**src/hdl/flash_command_interface_defines.svh**
```systemverilog
// ----------------------------------------------------------------------------
// Flash command interface assertion macros
// Shared concurrent assertion forms, sampled on clk and disabled in reset.
// ----------------------------------------------------------------------------
`ifndef FLASH_COMMAND_INTERFACE_DEFINES_SVH
`define FLASH_COMMAND_INTERFACE_DEFINES_SVH

// Check that cons holds in the same cycle as ante.
`define FCI_ASSERT_SAME(label, ante, cons, msg) \
  label: assert property (@(posedge clk) disable iff (!rst_n) (ante) |-> (cons)) \
    else $error(msg);

// Check that cons holds in the cycle after ante.
`define FCI_ASSERT_NEXT(label, ante, cons, msg) \
  label: assert property (@(posedge clk) disable iff (!rst_n) (ante) |=> (cons)) \
    else $error(msg);

`endif

```
**src/hdl/fci_pkg.sv**
```systemverilog
// ----------------------------------------------------------------------------
// Flash command interface package
// Command phase and read mode codes, command bytes and the decode result type.
// ----------------------------------------------------------------------------
package fci_pkg;

  localparam int ADDR_W    = 16;
  localparam int DATA_W    = 8;
  localparam int CFG_IDX_W = 2;

  // Command sequencer phases
  typedef enum logic [8:0] {
    PH_IDLE    = 9'b000000001,
    PH_UNLOCK1 = 9'b000000010,
    PH_UNLOCK2 = 9'b000000100,
    PH_ID      = 9'b000001000,
    PH_ERASE1  = 9'b000010000,
    PH_ERASE2  = 9'b000100000,
    PH_ERASE3  = 9'b001000000,
    PH_PROGRAM = 9'b010000000,
    PH_BANK    = 9'b100000000
  } phase_t;

  // What a read returns
  typedef enum logic [2:0] {
    RM_ARRAY  = 3'b001,
    RM_ID     = 3'b010,
    RM_ERASED = 3'b100
  } rmode_t;

  // Unlock sequence
  localparam logic [ADDR_W-1:0] UNLOCK_ADDR1  = 16'h5555;
  localparam logic [ADDR_W-1:0] UNLOCK_ADDR2  = 16'h2AAA;
  localparam logic [ADDR_W-1:0] BANK_SEL_ADDR = 16'h0000;
  localparam logic [DATA_W-1:0] UNLOCK_BYTE1  = 8'hAA;
  localparam logic [DATA_W-1:0] UNLOCK_BYTE2  = 8'h55;

  // Command bytes
  localparam logic [DATA_W-1:0] CMD_ID      = 8'h90;
  localparam logic [DATA_W-1:0] CMD_ERASE   = 8'h80;
  localparam logic [DATA_W-1:0] CMD_RESET   = 8'hF0;
  localparam logic [DATA_W-1:0] CMD_PROGRAM = 8'hA0;
  localparam logic [DATA_W-1:0] CMD_BANK    = 8'hB0;
  localparam logic [DATA_W-1:0] CMD_SECTOR  = 8'h30;
  localparam logic [DATA_W-1:0] CMD_CHIP    = 8'h10;

  // Data values
  localparam logic [DATA_W-1:0] ERASE_BYTE  = 8'h00;
  localparam logic [DATA_W-1:0] BLANK_BYTE  = 8'hFF;
  localparam logic [DATA_W-1:0] ERASED_READ = 8'hFF;
  localparam logic [DATA_W-1:0] ID_NONE     = 8'h00;
  localparam logic [7:0]        ID_MFR_OFFSET = 8'h00;
  localparam logic [7:0]        ID_DEV_OFFSET = 8'h01;

  // Configuration register indexes
  localparam logic [CFG_IDX_W-1:0] CFG_SIZE = 2'd0;
  localparam logic [CFG_IDX_W-1:0] CFG_MFR  = 2'd1;
  localparam logic [CFG_IDX_W-1:0] CFG_DEV  = 2'd2;

  // Decoded action of one request
  typedef struct packed {
    logic              prog_byte;
    logic              sector_erase;
    logic              chip_erase;
    logic              rd_array;
    logic [DATA_W-1:0] rd_const;
  } cmd_act_t;

endpackage

```
**src/hdl/fci_cmd.sv**
```systemverilog
// ----------------------------------------------------------------------------
// Flash command decoder
// Holds command phase, read mode and active bank; decodes each request.
// ----------------------------------------------------------------------------
module fci_cmd import fci_pkg::*; #(
  parameter int NUM_BANKS = 2
) (
  input  logic              clk,
  input  logic              rst_n,
  input  logic              step,
  input  logic              wr,
  input  logic [ADDR_W-1:0] addr,
  input  logic [DATA_W-1:0] data,
  input  logic              size_is_128k,
  input  logic [DATA_W-1:0] mfr_id,
  input  logic [DATA_W-1:0] dev_id,
  output cmd_act_t          act,
  output logic              bank_sel
);

  phase_t phase_r, phase_nxt;
  rmode_t mode_r, mode_nxt;
  logic   bank_r, bank_nxt;

  // decode the request against the current phase and mode
  always_comb begin
    phase_nxt    = phase_r;
    mode_nxt     = mode_r;
    bank_nxt     = bank_r;
    act          = '0;
    act.rd_const = ID_NONE;
    if (!wr) begin
      case (mode_r)
        RM_ARRAY: act.rd_array = 1'b1;
        RM_ID: begin
          if (addr[7:0] == ID_MFR_OFFSET) begin
            act.rd_const = mfr_id;
          end else if (addr[7:0] == ID_DEV_OFFSET) begin
            act.rd_const = dev_id;
          end
        end
        RM_ERASED: begin
          act.rd_const = ERASED_READ;
          phase_nxt    = PH_IDLE;
          mode_nxt     = RM_ARRAY;
        end
        default: act.rd_const = ID_NONE;
      endcase
    end else begin
      case (phase_r)
        PH_IDLE: begin
          if (addr == UNLOCK_ADDR1 && data == UNLOCK_BYTE1) begin
            phase_nxt = PH_UNLOCK1;
          end
        end
        PH_UNLOCK1: begin
          if (addr == UNLOCK_ADDR2 && data == UNLOCK_BYTE2) begin
            phase_nxt = PH_UNLOCK2;
          end else begin
            phase_nxt = PH_IDLE;
          end
        end
        PH_UNLOCK2: begin
          if (addr != UNLOCK_ADDR1) begin
            phase_nxt = PH_IDLE;
            mode_nxt  = RM_ARRAY;
          end else if (data == CMD_ID) begin
            phase_nxt = PH_ID;
            mode_nxt  = RM_ID;
          end else if (data == CMD_ERASE) begin
            phase_nxt = PH_ERASE1;
          end else if (data == CMD_PROGRAM) begin
            phase_nxt = PH_PROGRAM;
          end else if (data == CMD_BANK && size_is_128k) begin
            phase_nxt = PH_BANK;
          end else begin
            phase_nxt = PH_IDLE;
            mode_nxt  = RM_ARRAY;
          end
        end
        PH_ERASE1: begin
          if (addr == UNLOCK_ADDR1 && data == UNLOCK_BYTE1) begin
            phase_nxt = PH_ERASE2;
          end else begin
            phase_nxt = PH_IDLE;
            mode_nxt  = RM_ARRAY;
          end
        end
        PH_ERASE2: begin
          if (addr == UNLOCK_ADDR2 && data == UNLOCK_BYTE2) begin
            phase_nxt = PH_ERASE3;
          end else begin
            phase_nxt = PH_IDLE;
            mode_nxt  = RM_ARRAY;
          end
        end
        PH_ERASE3: begin
          // phase holds at confirm until the next read or a write that is no confirm byte
          if (data == CMD_SECTOR) begin
            act.sector_erase = 1'b1;
            mode_nxt         = RM_ERASED;
          end else if (data == CMD_CHIP) begin
            act.chip_erase = 1'b1;
            mode_nxt       = RM_ERASED;
          end else begin
            phase_nxt = PH_IDLE;
            mode_nxt  = RM_ARRAY;
          end
        end
        PH_ID: begin
          if (data == CMD_RESET) begin
            phase_nxt = PH_IDLE;
            mode_nxt  = RM_ARRAY;
          end else if (addr == UNLOCK_ADDR1 && data == UNLOCK_BYTE1) begin
            phase_nxt = PH_UNLOCK1;
          end else begin
            phase_nxt = PH_IDLE;
            mode_nxt  = RM_ARRAY;
          end
        end
        PH_PROGRAM: begin
          act.prog_byte = 1'b1;
          phase_nxt     = PH_IDLE;
          mode_nxt      = RM_ARRAY;
        end
        PH_BANK: begin
          if (addr == BANK_SEL_ADDR) begin
            bank_nxt = (NUM_BANKS > 1) ? data[0] : 1'b0;
          end
          phase_nxt = PH_IDLE;
          mode_nxt  = RM_ARRAY;
        end
        default: phase_nxt = phase_r;
      endcase
    end
  end

  // advance on each executed request
  always_ff @(posedge clk) begin
    if (!rst_n) begin
      phase_r <= PH_IDLE;
      mode_r  <= RM_ARRAY;
      bank_r  <= 1'b0;
    end else if (step) begin
      phase_r <= phase_nxt;
      mode_r  <= mode_nxt;
      bank_r  <= bank_nxt;
    end
  end

  assign bank_sel = bank_r;

endmodule

```
**config.mk**
```make
export PLATFORM = sky130hd
export DESIGN_NAME = fci_cmd
export DESIGN_NICKNAME = d
export VERILOG_FILES = /design/src/hdl/flash_command_interface_defines.svh /design/src/hdl/fci_pkg.sv /design/src/hdl/fci_cmd.sv
export SDC_FILE = /design/constraint.sdc
export NUM_CORES = 1
export LEC_CHECK = 0
export CORE_AREA = 3 3 69 71
export CTS_BUF_LIST = sky130_fd_sc_hd__clkbuf_8
export DETAILED_ROUTE_END_ITERATION = 8
export DIE_AREA = 0 0 72 74
export DONT_BUFFER_PORTS = 1
export MAX_ROUTING_LAYER = met4
export PLACE_DENSITY = 0.5
export SETUP_SLACK_MARGIN = 0.2
export SLEW_MARGIN = 20
export SYNTH_ARGS = -nofsm -noshare
export SYNTH_HDL_FRONTEND = slang
export SYNTH_SLANG_ARGS = --single-unit
```
**constraint.sdc**
```tcl
create_clock -name clk -period 6.8 [get_ports clk]
set_clock_uncertainty 0.1 [all_clocks]
set_input_delay 0.68 -clock clk [delete_from_list [all_inputs] [get_ports clk]]
set_output_delay 0.68 -clock clk [all_outputs]
set_load 0.05 [all_outputs]
```
==> flow_summary.json, run 1 <==
{
  "status": "finished clean",
  "whs_ns": 0.451,
  "root_buffer": "clkbuf_8",
  "syn_inst": 203,
  "setup_viol": 0,
  "cts_max_level": 1,
  "worstSetupPathType": "in -> out",
  "hold_viol_final": 0,
  "diodes": 0,
  "wl_per_cell_microns": 19.2,
  "synth.avg_cell_area_sq_um": 7.66,
  "cts_setup_buffers": 0,
  "synthesis.nets": 248,
  "synth-seq-cells": 13,
  "cp-end-kind": "output pin",
  "hold_path_class": "reg -> reg",
  "grt_setup_unrepaired": "no",
  "cts.clk_slew.worst_paths_ns": 0.06,
  "clock-sinks": 13,
  "grt_pass1_wl_microns": 7730,
  "drt_pass1_iterations": 4,
  "cts_tree": "done",
  "via_count": 1616,
  "min_period_over_period_pct": 51.2,
  "ios": 58,
  "dp_hpwl_microns": 3740,
  "cts_hold_buf": 0,
  "grt_max_degree": 18,
  "cts_resized": 0,
  "cp.required_ns": 6.02,
  "async_reset_ff_share_pct": 0,
  "area_growth_pct": 3.46,
  "placed_cell_area_sq_um": 1560,
  "grt_antenna_before_repair": 0,
  "grt_pass1_vias": 1648,
  "worstSkewPairLatency_ns": 0.24,
  "max_freq_ghz": 0.287,
  "die_h_microns": 74,
  "cp_max_fo": 9,
  "stdcell_area_sq_um": 1610,
  "grt.overflow.total": 0,
  "worst_ep_arrival_time_ns": 2.70,
  "slew_violations": 0,
  "tns_ns": 0,
  "synth.area.top_cells": "dfxtp_1, mux2_2, nor2_1",
  "yosysTopAreaCell": "dfxtp_1",
  "core_sq_um": 4290,
  "initial_core_util_pct": 36.2,
  "power_density_nw_per_um2": 107,
  "drtIter0Drc": 118,
  "dieWidth_microns": 72,
  "ir_drop_mv": 0.0403,
  "start_kind": "input port",
  "port_buffers": 0,
  "netlist_area_sq_um": 1560,
  "tightest_slew_ns": 0.910,
  "synthFlopType": "dfxtp_1",
  "period_minus_slack_ns": 3.48,
  "ys_seq_area_share_pct": 16.7,
  "core.rowCount": 24,
  "place.gp.congestion": 0.917,
  "cts_buffer_depth": 2,
  "tritoncts.num_buffers": 3,
  "layout-drive-gt1-share_pct": 16.5,
  "netlist_top_cells_count": "nor2_1, nand3_1, dfxtp_1, o21ai_0",
  "leakagePower_nw": 0.475,
  "routed_wl_microns": 4730,
  "synth.most_common_cell": "nor2_1",
  "post-route-util_pct": 37.5,
  "synth_edf_count": 0,
  "synth_warnings": 0,
  "fin_nets": 240,
  "vias_per_cell": 6.57,
  "final_antenna_net_count": 0,
  "fillCellCount": 475,
  "synth_cell_type_count": 57,
  "dieArea_sq_um": 5330,
  "maxCapViolCount": 0,
  "grt_use_total_pct": 18.8,
  "synth_top_area_share_pct": 16.7,
  "drc": 0,
  "slew_headroom_pct": 39.1
}
-- metal layers --
| metal | global-route usage, % | up-vias | wire (microns) |
|---|---|---|---|
| met1 | 23.9 | 758 | 2070 |
| met3 | 2.70 | 5 | 372 |
| li1 | - | 778 | - |
| met4 | 5.43 | 0 | 36 |
| met5 | - | - | 0 |
| met2 | 31.0 | 75 | 2250 |
-- cells in the final DEF (no fill, tap or decap), types with 3 or more instances in the layout --
cell      instances
clkbuf_8          3
mux2i_1           4
nor2_1           20
nand2_1          12
dfxtp_1          13
or4_4             4
nand4_1           7
nand3_1          14
nor3_1            8
o31ai_1           3
nor2b_1           4
a21oi_1          12
mux2_2            8
nor4_1            6
o21ai_0          13
nand4b_1          4
inv_1             3
and4b_1           3
nand2b_1          5
-- registers in the layout (all words and copies together) (netlist names) --
register	cells
phase_r	9
mode_r	3
bank_sel	1
-- area by class of cell --
class | instances | area [sq um] | area share [%]
Tap cell | 52 | 65.1 | 4.04
Inverter | 2 | 7.51 | 0.467
Multi-Input combinational cell | 174 | 1220 | 76.0
Clock inverter | 1 | 3.75 | 0.233
Timing Repair Buffer | 1 | 7.51 | 0.467
Sequential cell | 13 | 260 | 16.2
Clock buffer | 3 | 41.3 | 2.57
-- final timing paths --
check,from,endpoint,slack [ns],depth (start not counted)
hold reg to reg,mode_r[2],mode_r[2],0.45,2
hold / removal,mode_r[2],mode_r[2],0.45,2
setup reg to reg,phase_r[5],phase_r[5],4.26,6
setup / recovery,addr[1],act[6],3.32,4
-- cell families after synthesis --
| family | synth area share, % |
|---|---|
| xor gates and xnor gates | 2.25 |
| AOI/OAI and AO/OA | 22.6 |
| DFF | 16.7 |
| muxes | 8.37 |
| and+or+nand+nor | 44.7 |
| buffers and inverters | 5.31 |
-- worst max-delay path, cell delays in order --
cell and delay, ns:
or4_4 0.57, nor4_2 0.58, a21oi_1 0.16, nor2_1 0.71
-- report_power, final --
part	leakage [nW]	total, mW	internal [mW]	switching [mW]
Combinational	0.343	0.0252	0.0122	0.0130
Sequential	0.105	0.0777	0.0767	0.00105
Clock	0.0269	0.0686	0.0399	0.0287
Total	0.475	0.171	0.129	0.0427
-- per-stage QoR --
stage                     total power [mW]  setup slack, ns  instances
after floorplan                      0.104             3.46        203
after global placement               0.104             3.38        242
after detailed placement             0.104             3.33        242
after CTS                            0.173             3.34        246
after global routing                 0.180             3.21        246
final                                0.171             3.32        246
Power figures use the tool's default switching activity.
==> run 2: changes to the inputs <==
- ABC_AREA: not set -> 1
- CORE_AREA: 3 3 69 71 -> 3 3 74 76
- DIE_AREA: 0 0 72 74 -> 0 0 77 79
- PLACE_DENSITY: 0.5 -> 0.52
- clock period: 6.8 -> 3.15 ns (I/O delays scaled with it)
==> flow_summary.json, run 2 <==
{
  "cp_slowest_cell": "a21oi_1",
  "core_sq_um": 4790,
  "routed-wl-met2_microns": 2200,
  "rr_worst_depth": 10,
  "synth_warnings": 0,
  "netlist_top_cells_count": "nand2_1, inv_1, nor2_1, nand3_1, o21ai_0",
  "clock-sinks": 13,
  "worstSetupPathType": "reg -> out",
  "maxCapViolCount": 0,
  "synth_edf_count": 0,
  "rr_endpoint": "phase_r[2]",
  "grt_setup_unrepaired": "no",
  "dieArea_sq_um": 6080,
  "leakagePower_nw": 1.02,
  "tritoncts.num_buffers": 3,
  "cts_buffer_depth": 2,
  "comb_power_share_pct": 40.0,
  "drtIter0Drc": 59,
  "diodes": 0,
  "syn_inst": 340,
  "place.gp.congestion": 0.897,
  "power_mw": 0.590,
  "fillCellCount": 570,
  "synth-seq-cells": 13,
  "async_reset_ff_share_pct": 0,
  "final_antenna_net_count": 0,
  "synthesis.nets": 385,
  "dieWidth_microns": 77,
  "dp_hpwl_microns": 4120,
  "drc": 0,
  "fin_nets": 388,
  "drt_pass1_iterations": 4,
  "hold_viol_final": 0,
  "netlist_area_sq_um": 1780,
  "yosysTopAreaCell": "nand2_1",
  "grt_pass1_wl_microns": 8300,
  "via_count": 1890,
  "sw_frac_of_total_pct": 41.4,
  "period_minus_slack_ns": 2.12,
  "synth.most_common_cell": "nand2_1",
  "tns_ns": 0,
  "post-route-util_pct": 39.8,
  "slew_headroom_pct": 39.6,
  "routed_wl_microns": 4860,
  "grt_antenna_before_repair": 0,
  "vias_per_cell": 4.62,
  "cp_common_cell": "inv_1",
  "p_int_mw": 0.346,
  "cts_resized": 0,
  "wl_per_cell_microns": 11.9,
  "grt_use_total_pct": 17.0,
  "wl_met1_microns": 2370,
  "setup.worst_path.start": "mode_r[0]",
  "power_frac_seq_pct": 34.2,
  "slew_violations": 0,
  "setup_viol": 0,
  "cp_cell_sequence": "inv_1, nand3_1, a21oi_1, o21ai_0, inv_1",
  "cts_hold_buf": 0,
  "synth_top_area_share_pct": 20.5,
  "layout-drive-gt1-share_pct": 13.5,
  "largest_reg_flops": 9,
  "max_freq_ghz": 0.472,
  "cts_max_level": 1,
  "core.rowCount": 25,
  "endpoint": "act[7]",
  "status": "finished clean",
  "cts_tree": "done",
  "ys_seq_area_share_pct": 14.6,
  "synth.avg_cell_area_sq_um": 5.23,
  "grt_pass1_vias": 1851,
  "cts_setup_buffers": 0,
  "die_h_microns": 79,
  "synthFlopType": "dfxtp_1",
  "cp.required_ns": 2.73,
  "largest-register": "phase_r",
  "ios": 58,
  "min_period_over_period_pct": 67.3,
  "root_buffer": "clkbuf_8",
  "worst_ep_arrival_time_ns": 1.70,
  "p_sw_mw": 0.244,
  "final_common_cell": "nand2_1",
  "hold_path_class": "in -> reg",
  "port_buffers": 0,
  "grt.overflow.total": 0,
  "start_kind": "register",
  "synth_cell_type_count": 27,
  "clkPwrFrac_pct": 25.7,
  "r2r_slack_ns": 1.35,
  "tightest_slew_ns": 0.900,
  "top_layer_used": "met4",
  "area_growth_pct": 7.17,
  "ir_drop_mv": 0.212,
  "met3WireLength_microns": 223,
  "grt_max_degree": 14,
  "cts.clk_slew.worst_paths_ns": 0.06,
  "crit_path_max_incr_delay_ns": 0.41,
  "synth.area.top_cells": "nand2_1, dfxtp_1, inv_1",
  "worstSkewPairLatency_ns": 0.25,
  "whs_ns": 0.0505,
  "cp_max_fo": 8,
  "mostFrequentLayoutCells": "nand2_1, inv_1, nor2_1, nand3_1, o21ai_0",
  "rr_startpoint": "phase_r[6]",
  "initial_core_util_pct": 37.2,
  "power_density_nw_per_um2": 310,
  "cp-end-kind": "output pin"
}
-- run 2: cell types whose count changed after synthesis, sizes merged, moves of 6 or more --
cell | before | now
mux2 | 8 | 0
clkbuf | 7 | 1
a21oi | 12 | 5
nand2 | 12 | 102
nor3 | 11 | 5
or4 | 6 | 0
inv | 2 | 65
nand3 | 14 | 33
nor2 | 20 | 77
o21ai | 16 | 22
-- run 2: how the worst min path moves through the flow --
stage / from / endpoint / slack (ns) / cells after the start
after global placement: rst_n / phase_r[0] / 0.31 / 1
after floorplan: rst_n / phase_r[4] / 0.34 / 2
final: rst_n / phase_r[0] / 0.05 / 1
after CTS: rst_n / phase_r[0] / 0.05 / 1
after detailed placement: rst_n / mode_r[0] / 0.31 / 1
after global routing: rst_n / phase_r[0] / 0.05 / 1
-- run 2: area by class of cell --
type / instances / area (sq um) / share of cell area (%)
clock buffer: 3 / 41.3 / 2.17
clock inverter: 1 / 3.75 / 0.197
inverter: 66 / 250 / 13.1
multi-input combinational: 258 / 1260 / 66.1
sequential: 13 / 260 / 13.6
tap: 67 / 83.8 / 4.40
timing repair buffer: 1 / 7.51 / 0.394
-- run 2: through the flow --
step	cells	setup slack (ns)	instance area, sq um
global route	409	0.842	1910
finish	409	1.03	1910
CTS	409	0.998	1910
global placement	405	1.23	1860
floorplan	340	0.808	1780
detailed placement	405	1.20	1860
-- run 2: power by group through the flow --
stage / clock, mW / sequential (mW) / combinational (mW)
2_1_floorplan: 0 / 0.201 / 0.201
3_3_place_gp: 0 / 0.205 / 0.238
3_5_place_dp: 0 / 0.205 / 0.237
4_1_cts: 0.158 / 0.202 / 0.237
5_1_grt: 0.161 / 0.205 / 0.273
6_report: 0.152 / 0.202 / 0.236
-- run 2: critical path: cells and delay by family (launching register included) --
kind,cells,cell delay (ns)
buffers and inverters,2,0.46
DFF,1,0.32
and+or+nand+nor,1,0.10
AOI/OAI and AO/OA,2,0.57
-- run 2: cell families after synthesis --
kind of cell	Yosys count	synth area share, %
AO/OA/AOI/OAI	28	8.23
buffers and inverters	69	15.2
flip-flops	13	14.6
AND/OR/NAND/NOR	230	62.0
-- run 2: metal layers --
layer	up-vias	GRT usage, %
met3	7	2.72
li1	1047	-
met1	794	22.2
met4	0	2.67
met5	-	-
met2	42	28.4
